<file path="src/stcp_pkg.sv">
`default_nettype none

package stcp_pkg;

  localparam int unsigned LEN_BITS = 32;
  localparam int unsigned NAME_BITS = 8;
  localparam logic [NAME_BITS-1:0] NAME_MAX = NAME_BITS'(254);

  // ascii codes
  localparam logic [7:0] ChComma = 8'h2c;
  localparam logic [7:0] ChSemi  = 8'h3b;
  localparam logic [7:0] ChMinus = 8'h2d;
  localparam logic [7:0] ChZero  = 8'h30;
  localparam logic [7:0] ChNine  = 8'h39;
  localparam logic [7:0] OpM     = 8'h4d;
  localparam logic [7:0] OpI     = 8'h49;
  localparam logic [7:0] OpD     = 8'h44;
  localparam logic [7:0] OpN     = 8'h4e;
  localparam logic [7:0] OpS     = 8'h53;
  localparam logic [7:0] OpH     = 8'h48;
  localparam logic [7:0] OpP     = 8'h50;
  localparam logic [7:0] OpEq    = 8'h3d;
  localparam logic [7:0] OpX     = 8'h58;
  localparam logic [7:0] OpB     = 8'h42;

  typedef enum logic [2:0] {
    PhName,
    PhPos,
    PhStrandFirst,
    PhStrandRest,
    PhCigar,
    PhSkip
  } phase_e;

  typedef struct packed {
    logic [7:0] tag_byte;
    logic       string_end;
  } in_t;

  typedef struct packed {
    logic [LEN_BITS-1:0]  start_clip;
    logic [LEN_BITS-1:0]  end_clip;
    logic                 negative_strand;
    logic [NAME_BITS-1:0] name_length;
    logic                 from_final_byte;
  } out_t;

  typedef struct packed {
    phase_e               phase;
    logic [LEN_BITS-1:0]  digit_accum;
    logic                 seen_digit;
    logic                 in_leading;
    logic [LEN_BITS-1:0]  lead_sum;
    logic [LEN_BITS-1:0]  trail_sum;
    logic                 strand_flag;
    logic [NAME_BITS-1:0] name_count;
  } state_t;

  localparam state_t StateReset = '{
    phase:       PhName,
    digit_accum: '0,
    seen_digit:  1'b0,
    in_leading:  1'b1,
    lead_sum:    '0,
    trail_sum:   '0,
    strand_flag: 1'b0,
    name_count:  '0
  };

endpackage

`default_nettype wire

</file>
<file path="src/stcp_step.sv">
`default_nettype none

module stcp_step (
  input  stcp_pkg::state_t st_i,
  input  stcp_pkg::in_t    item_i,
  output stcp_pkg::state_t st_o,
  output logic             close_o,
  output stcp_pkg::out_t   res_o
);
  import stcp_pkg::*;

  localparam int unsigned WideBits = LEN_BITS + 4;

  function automatic logic [LEN_BITS-1:0] sat_add(input logic [LEN_BITS-1:0] a,
                                                  input logic [LEN_BITS-1:0] b);
    logic [LEN_BITS:0] s;
    s = {1'b0, a} + {1'b0, b};
    return s[LEN_BITS] ? {LEN_BITS{1'b1}} : s[LEN_BITS-1:0];
  endfunction

  logic [7:0]          c;
  logic                last;
  logic                is_digit;
  logic [3:0]          digit;
  logic [WideBits-1:0] accum_x10;
  logic [WideBits-1:0] accum_new;
  logic                check_semi;
  state_t              st_upd;

  assign c        = item_i.tag_byte;
  assign last     = item_i.string_end;
  assign is_digit = (c >= ChZero) && (c <= ChNine);
  assign digit    = 4'(c - ChZero);

  // x10 as two shifts
  assign accum_x10 = {1'b0, st_i.digit_accum, 3'b000} + {3'b000, st_i.digit_accum, 1'b0};
  assign accum_new = accum_x10 + WideBits'(digit);

  always_comb begin
    st_upd     = st_i;
    check_semi = 1'b0;
    case (st_i.phase)
      PhName: begin
        if (c == ChComma) begin
          st_upd.phase = PhPos;
        end else if (st_i.name_count < NAME_MAX) begin
          st_upd.name_count = st_i.name_count + NAME_BITS'(1);
        end
      end
      PhPos: begin
        if (c == ChComma) st_upd.phase = PhStrandFirst;
      end
      PhStrandFirst: begin
        st_upd.strand_flag = (c == ChMinus);
        st_upd.phase       = (c == ChComma) ? PhCigar : PhStrandRest;
      end
      PhStrandRest: begin
        if (c == ChComma) st_upd.phase = PhCigar;
      end
      PhCigar: begin
        if (is_digit) begin
          st_upd.digit_accum = (accum_new[WideBits-1:LEN_BITS] != '0) ?
                               {LEN_BITS{1'b1}} : accum_new[LEN_BITS-1:0];
          st_upd.seen_digit  = 1'b1;
        end else if (!st_i.seen_digit) begin
          // op with no length ends the cigar
          st_upd.phase = PhSkip;
          check_semi   = 1'b1;
        end else begin
          if (c inside {OpS, OpH}) begin
            if (st_i.in_leading) begin
              st_upd.lead_sum = sat_add(st_i.lead_sum, st_i.digit_accum);
            end else begin
              st_upd.trail_sum = sat_add(st_i.trail_sum, st_i.digit_accum);
            end
          end else if (c inside {OpM, OpI, OpD, OpN, OpP, OpEq, OpX, OpB}) begin
            st_upd.in_leading = 1'b0;
          end else begin
            st_upd.phase = PhSkip;
          end
          st_upd.digit_accum = '0;
          st_upd.seen_digit  = 1'b0;
        end
      end
      default: begin
        st_upd.phase = PhSkip;
        check_semi   = 1'b1;
      end
    endcase
  end

  assign close_o = (check_semi && (c == ChSemi)) ||
                   (last && ((st_upd.phase == PhCigar) || (st_upd.phase == PhSkip)));

  assign res_o.start_clip      = st_upd.lead_sum;
  assign res_o.end_clip        = st_upd.trail_sum;
  assign res_o.negative_strand = st_upd.strand_flag;
  assign res_o.name_length     = st_upd.name_count;
  assign res_o.from_final_byte = last;

  assign st_o = (close_o || last) ? StateReset : st_upd;

endmodule

`default_nettype wire

</file>
<file path="src/sa_tag_clip_parser.sv">
// throughput: one character per cycle while no result is stalled downstream;
// the parse state is one register updated per byte
// the input register drains into the result register whenever the result slot is free
// or being taken, so input ready only drops while a result is stalled downstream
// reset (rst_ni low, asynchronous): both registers empty, parser back at a record name
`default_nettype none

module sa_tag_clip_parser (
  input  logic           clk_i,
  input  logic           rst_ni,
  input  logic           in_valid_i,
  output logic           in_ready_o,
  input  stcp_pkg::in_t  in_data_i,
  output logic           out_valid_o,
  input  logic           out_ready_i,
  output stcp_pkg::out_t out_data_o
);
  import stcp_pkg::*;

  // input register
  logic   in_vld_q;
  in_t    in_q;

  // parse state
  state_t st_q;
  state_t st_d;

  // result register
  logic   out_vld_q;
  out_t   out_q;

  logic   close;
  out_t   res;
  logic   advance;

  // the byte in the input register is parsed when its result (if any) has a place
  assign advance    = in_vld_q && (!out_vld_q || out_ready_i);
  assign in_ready_o = !in_vld_q || advance;

  stcp_step u_step (
    .st_i    (st_q),
    .item_i  (in_q),
    .st_o    (st_d),
    .close_o (close),
    .res_o   (res)
  );

  always_ff @(posedge clk_i or negedge rst_ni) begin
    if (!rst_ni) begin
      in_vld_q  <= 1'b0;
      out_vld_q <= 1'b0;
      st_q      <= StateReset;
    end else begin
      if (in_ready_o) begin
        in_vld_q <= in_valid_i;
      end
      if (advance) begin
        st_q <= st_d;
      end
      // a record closed now replaces a result being taken in the same cycle
      if (advance && close) begin
        out_vld_q <= 1'b1;
      end else if (out_ready_i) begin
        out_vld_q <= 1'b0;
      end
    end
  end

  // payload, no reset needed
  always_ff @(posedge clk_i) begin
    if (in_ready_o && in_valid_i) begin
      in_q <= in_data_i;
    end
    if (advance && close) begin
      out_q <= res;
    end
  end

  assign out_valid_o = out_vld_q;
  assign out_data_o  = out_q;

`ifndef ASSERT_OFF
  // the end of the string always leaves the parser at a fresh record name
  a_end_resets: assert property (@(posedge clk_i) disable iff (!rst_ni)
    advance && in_q.string_end |=> st_q.phase == PhName && !st_q.seen_digit)
    else $error("parser state not cleared after string end");

  // pending digits only exist inside the cigar
  a_digits_in_cigar: assert property (@(posedge clk_i) disable iff (!rst_ni)
    st_q.seen_digit |-> st_q.phase == PhCigar)
    else $error("digit flag set outside cigar");

  // name length never passes its cap
  a_name_cap: assert property (@(posedge clk_i) disable iff (!rst_ni)
    st_q.name_count <= NAME_MAX)
    else $error("name count above cap");

  // a stalled result must not be overwritten by a new record
  a_no_overwrite: assert property (@(posedge clk_i) disable iff (!rst_ni)
    out_vld_q && !out_ready_i |-> !advance)
    else $error("result register overwritten while stalled");
`endif

endmodule

`default_nettype wire

</file>
<file path="config.mk">
export PLATFORM = sky130hd
export DESIGN_NAME = sa_tag_clip_parser
export DESIGN_NICKNAME = d
export VERILOG_FILES = /design/src/stcp_pkg.sv /design/src/stcp_step.sv /design/src/sa_tag_clip_parser.sv
export SDC_FILE = /design/constraint.sdc
export NUM_CORES = 1
export LEC_CHECK = 0
export BUFFER_PORTS_ARGS = -buffer_cell sky130_fd_sc_hd__buf_4
export CAP_MARGIN = 20
export CORE_MARGIN = 5
export CORE_UTILIZATION = 45
export DETAILED_ROUTE_END_ITERATION = 6
export GPL_ROUTABILITY_DRIVEN = 0
export PLACE_DENSITY = 0.59
export SETUP_SLACK_MARGIN = 0.5
export SYNTH_ARGS = -nofsm -noshare
export SYNTH_HDL_FRONTEND = slang
export SYNTH_SLANG_ARGS = --single-unit
</file>
<file path="constraint.sdc">
create_clock -name clk_i -period 6.6 [get_ports clk_i]
set_clock_uncertainty 0.1 [all_clocks]
set_input_delay 1.32 -clock clk_i [delete_from_list [all_inputs] [get_ports clk_i]]
set_output_delay 1.32 -clock clk_i [all_outputs]
set_load 0.05 [all_outputs]
</file>
==> summary.md <==
| Metric | Value |
|---|---|
| Yosys warning count | `0` |
| Most common cell type on the critical path | `ha_1` |
| Clock Latency Late Sink | `0.45 ns` |
| Cells after Synth | `1447` |
| Final ANT Viol Nets | `0` |
| CTS sink count | `195` |
| HP Class | `reg -> reg` |
| TritonCTS clock tree | `built` |
| Post-CTS Hold Fix Bufs | `0` |
| # setup viols final | `0` |
| RSZ-0062 raised after global routing | `false` |
| Fin. Hold Viols | `0` |
| Area after DPL | `14500 sq um` |
| Worst Hold Path Cells | `2` |
| CP Class | `reg -> reg` |
| DRC Markers | `0` |
| Die area | `33490 sq um` |
| Starting DRT DRC Count | `803` |
| Top_reg_cell synth | `dfrtp_1` |
| Vias in the first global route | `11040` |
| Pwr dens | `161.3 nW/um^2` |
| Worst R2R End | `st_q[79]` |
| CP Cell Sequence | `ha_1, ha_1, fa_1, a211oi_2, o21ai_2, a31oi_4, o21bai_2, a41o_1, a31oi_2, xnor2_1, o41a_1, buf_4, a221o_1` |
| Die H | `183 microns` |
| Hold Crit Endpoint | `st_q[8]` |
| Arrival time worst endpoint | `4.35 ns` |
| Synth unique cells | `80` |
| DR pass1 iterations | `5` |
| Slew HR | `24.73%` |
| Layout Nets | `1648` |
| Final WL | `35.90 mm` |
| CP max FO | `32` |
| DR WL/cell | `approximately 19 microns` |
| Site Rows | `63` |
| Resized Gates After CTS | `0` |
| Worst-Margin Slew | `1.126 ns` |
| Hold_ws | `0.3916 ns` |
| Worst setup EP type | `register` |
| Crit path max-delay cell type | `dfrtp_1` |
| Mapped Area | `13470 sq um` |
| Status | `completed` |
| Gr usage total | `between 20% and 30%` |
| Hpwl dp | `approximately 26 mm` |
| Number of synthesized flops with an enable pin | `83` |
| Die X-Extent | `183 microns` |
| RR Startpoint | `st_q[76]` |
| Post-CTS Setup Inserts | `0` |
| Multi-input gate area | `7792 sq um` |
| Starting Density | `between 40 and 50%` |
| Initial antenna violation count | `0` |
| Maximum vdd drop | `0.1654 mV` |
| P_leak | `around 7.1 nW` |
| #FFs+latches synth | `between 150 and 200` |
| Worst min-delay path startpoint | `st_q[8]` |
| # H-tree levels | `4` |
| Clock transition at path regs | `0.07 ns` |
| Required @ worst endpoint | `6.81 ns` |
| GRT overflow | `0` |
| Top-Level Pins | `89` |
| CP delay by family, top | `compound AO/OA/AOI/OAI gates` |
| I/O Buffers | `88` |
| Critical path launch point type | `register` |
| Reg area | `5296 sq um` |
| Worst Path Buf+Inv | `1` |
| Sequential fraction of the synthesis area | `about two fifths` |
| Pwr Total | `between 0.002 and 0.0025 W` |
| Worst Reg-to-Reg Cells | `13` |
| Fmax | `241.8 MHz` |
| Period minus WS final | `around 4.1 ns` |
| Largest net degree at the start of global routing | `69` |
| Clk buf depth | `2` |
| FFs w/ async S/R, synth | `57.44%` |
| Slowest Stage Delay on Critical Path | `0.61 ns` |
| Syn nets | `1592` |
| Layout area overhead | `12.14%` |
| TritonCTS Buffers | `17` |
| Max Cap Viol | `0` |
| Layout cell share with drive strength beyond 1 | `10.75%` |
| Slew Viols, Final | `0` |
| Synth Area per Inst | `9.307 sq um` |
| Post-Route Setup TNS | `0 ns` |
| First-pass GRT wire length | `58.82 mm` |
| Period utilization | `62.65%` |
| DR vias/cell | `5.929` |
| R2R Setup Slk | `2.47 ns` |
| Antenna diodes | `0` |
| Core area | `29560 sq um` |
| Fin area | `15100 sq um` |
| Vias | `11300` |
| Filler cell count | `2724` |
| CTS root buffer | `clkbuf_16` |
## cell usage after synthesis, drive strengths merged, types with 4 or more instances
master | n | area (sq um)
a21oi | 172 | 864.6
nor2 | 153 | 574.3
ha | 128 | 1602
dfrtp | 111 | 2778
nand2 | 108 | 405.4
o21ai | 102 | 518.0
edfxtp | 83 | 2492
clkbuf | 55 | 206.5
xnor2 | 47 | 411.6
xor2 | 43 | 376.6
nor3 | 38 | 190.2
inv | 35 | 131.4
a21o | 34 | 255.2
a221o | 33 | 330.3
nand3 | 29 | 145.1
a211oi | 20 | 155.1
a31oi | 19 | 140.1
a22o | 16 | 140.1
nand2b | 15 | 93.84
o22a | 15 | 131.4
and3 | 14 | 87.58
buf | 14 | 92.58
o211ai | 14 | 105.1
and2 | 12 | 75.08
nand4 | 11 | 68.82
nor2b | 9 | 56.30
o21bai | 9 | 71.32
o41ai | 9 | 86.34
nand3b | 7 | 52.55
nor4 | 7 | 50.05
o21a | 7 | 52.55
a21boi | 6 | 45.04
a31o | 6 | 52.55
nor3b | 5 | 42.54
o31ai | 5 | 37.54
or2 | 5 | 31.28
or3 | 5 | 31.28
a221oi | 4 | 35.03
fa | 4 | 80.08
o221ai | 4 | 35.03
## kinds of logic (layout without fill, tap and decap cells)
kind of cell	count (synthesis)	in the layout	synth area share, %
AO/OA/AOI/OAI	505	505	24.80
AND/OR/NAND/NOR	420	420	14.27
multiplexers	1	1	0.07432
buffers and inverters	104	173	3.196
flip-flops	195	195	39.33
XOR/XNOR	90	90	5.853
adder cells (fa/ha/maj)	132	132	12.49
## power breakdown
part | internal [W] | switching, W
clock | 0.000546 | 0.000542
sequential | 0.00126 | 0.00000960
combinational | 0.0000215 | 0.0000529
total | 0.00183 | 0.000604
## per-layer routing
| layer | track usage, % | wire length (microns) | up-vias |
|---|---|---|---|
| li1 | - | - | 5538 |
| met1 | 31.15 | 17610 | 5465 |
| met2 | 34.25 | 16320 | 265 |
| met3 | 2.400 | 1428 | 33 |
| met4 | 5.513 | 539 | 0 |
| met5 | 0 | 0 | - |
## metrics by stage
step	util, %	worst slack (ns)	instances
4_1_cts	51.09	2.470	1906
5_1_grt	51.09	2.198	1906
2_1_floorplan	-	0.7536	1447
3_5_place_dp	49.07	2.534	1874
3_3_place_gp	49.07	2.603	1874
6_report	51.09	2.465	1906
## how the worst max path moves through the flow
stage | startpoint | endpoint | slack (ns) | depth (start not counted)
after detailed placement | st_q[76] | st_q[79] | 2.53 | 13
after global routing | in_q[2] | out_data_o[34] | 2.20 | 8
after floorplan | out_ready_i | out_data_o[0] | 0.75 | 6
after global placement | st_q[76] | st_q[75] | 2.60 | 13
after CTS | st_q[76] | st_q[79] | 2.47 | 13
final | st_q[76] | st_q[79] | 2.47 | 13
## flip-flops by register name (all words and copies together) (netlist names)
| signal | flops |
|---|---|
| out_valid_o | 1 |
| in_q | 9 |
| in_vld_q | 1 |
| out_data_o | 74 |
| st_q | 110 |
## worst min-delay path, delay by kind of cell (launching register included)
| kind | cells | cell delay [ns] |
|---|---|---|
| AO/OA/AOI/OAI | 1 | 0.06 |
| AND/OR/NAND/NOR | 1 | 0.05 |
| flip-flops | 1 | 0.35 |
## cell usage in the layout, fill, tap and decap left out, drive strengths merged, types with 43 or more instances in the layout
master / Yosys / final
xor2: 43 / 43
nor2: 153 / 153
nand2: 108 / 108
a21oi: 172 / 172
xnor2: 47 / 47
edfxtp: 83 / 83
ha: 128 / 128
buf: 14 / 106
dfrtp: 111 / 111
o21ai: 102 / 102
## layout make-up
| class | count | share of cell area [%] |
|---|---|---|
| Multi-Input combinational cell | 1148 | 51.59 |
| Tap cell | 390 | 3.231 |
| Clock buffer | 19 | 2.866 |
| Inverter | 35 | 0.8699 |
| Timing Repair Buffer | 106 | 5.269 |
| Clock inverter | 13 | 1.102 |
| Sequential cell | 195 | 35.07 |
Power figures use the tool's default switching activity.
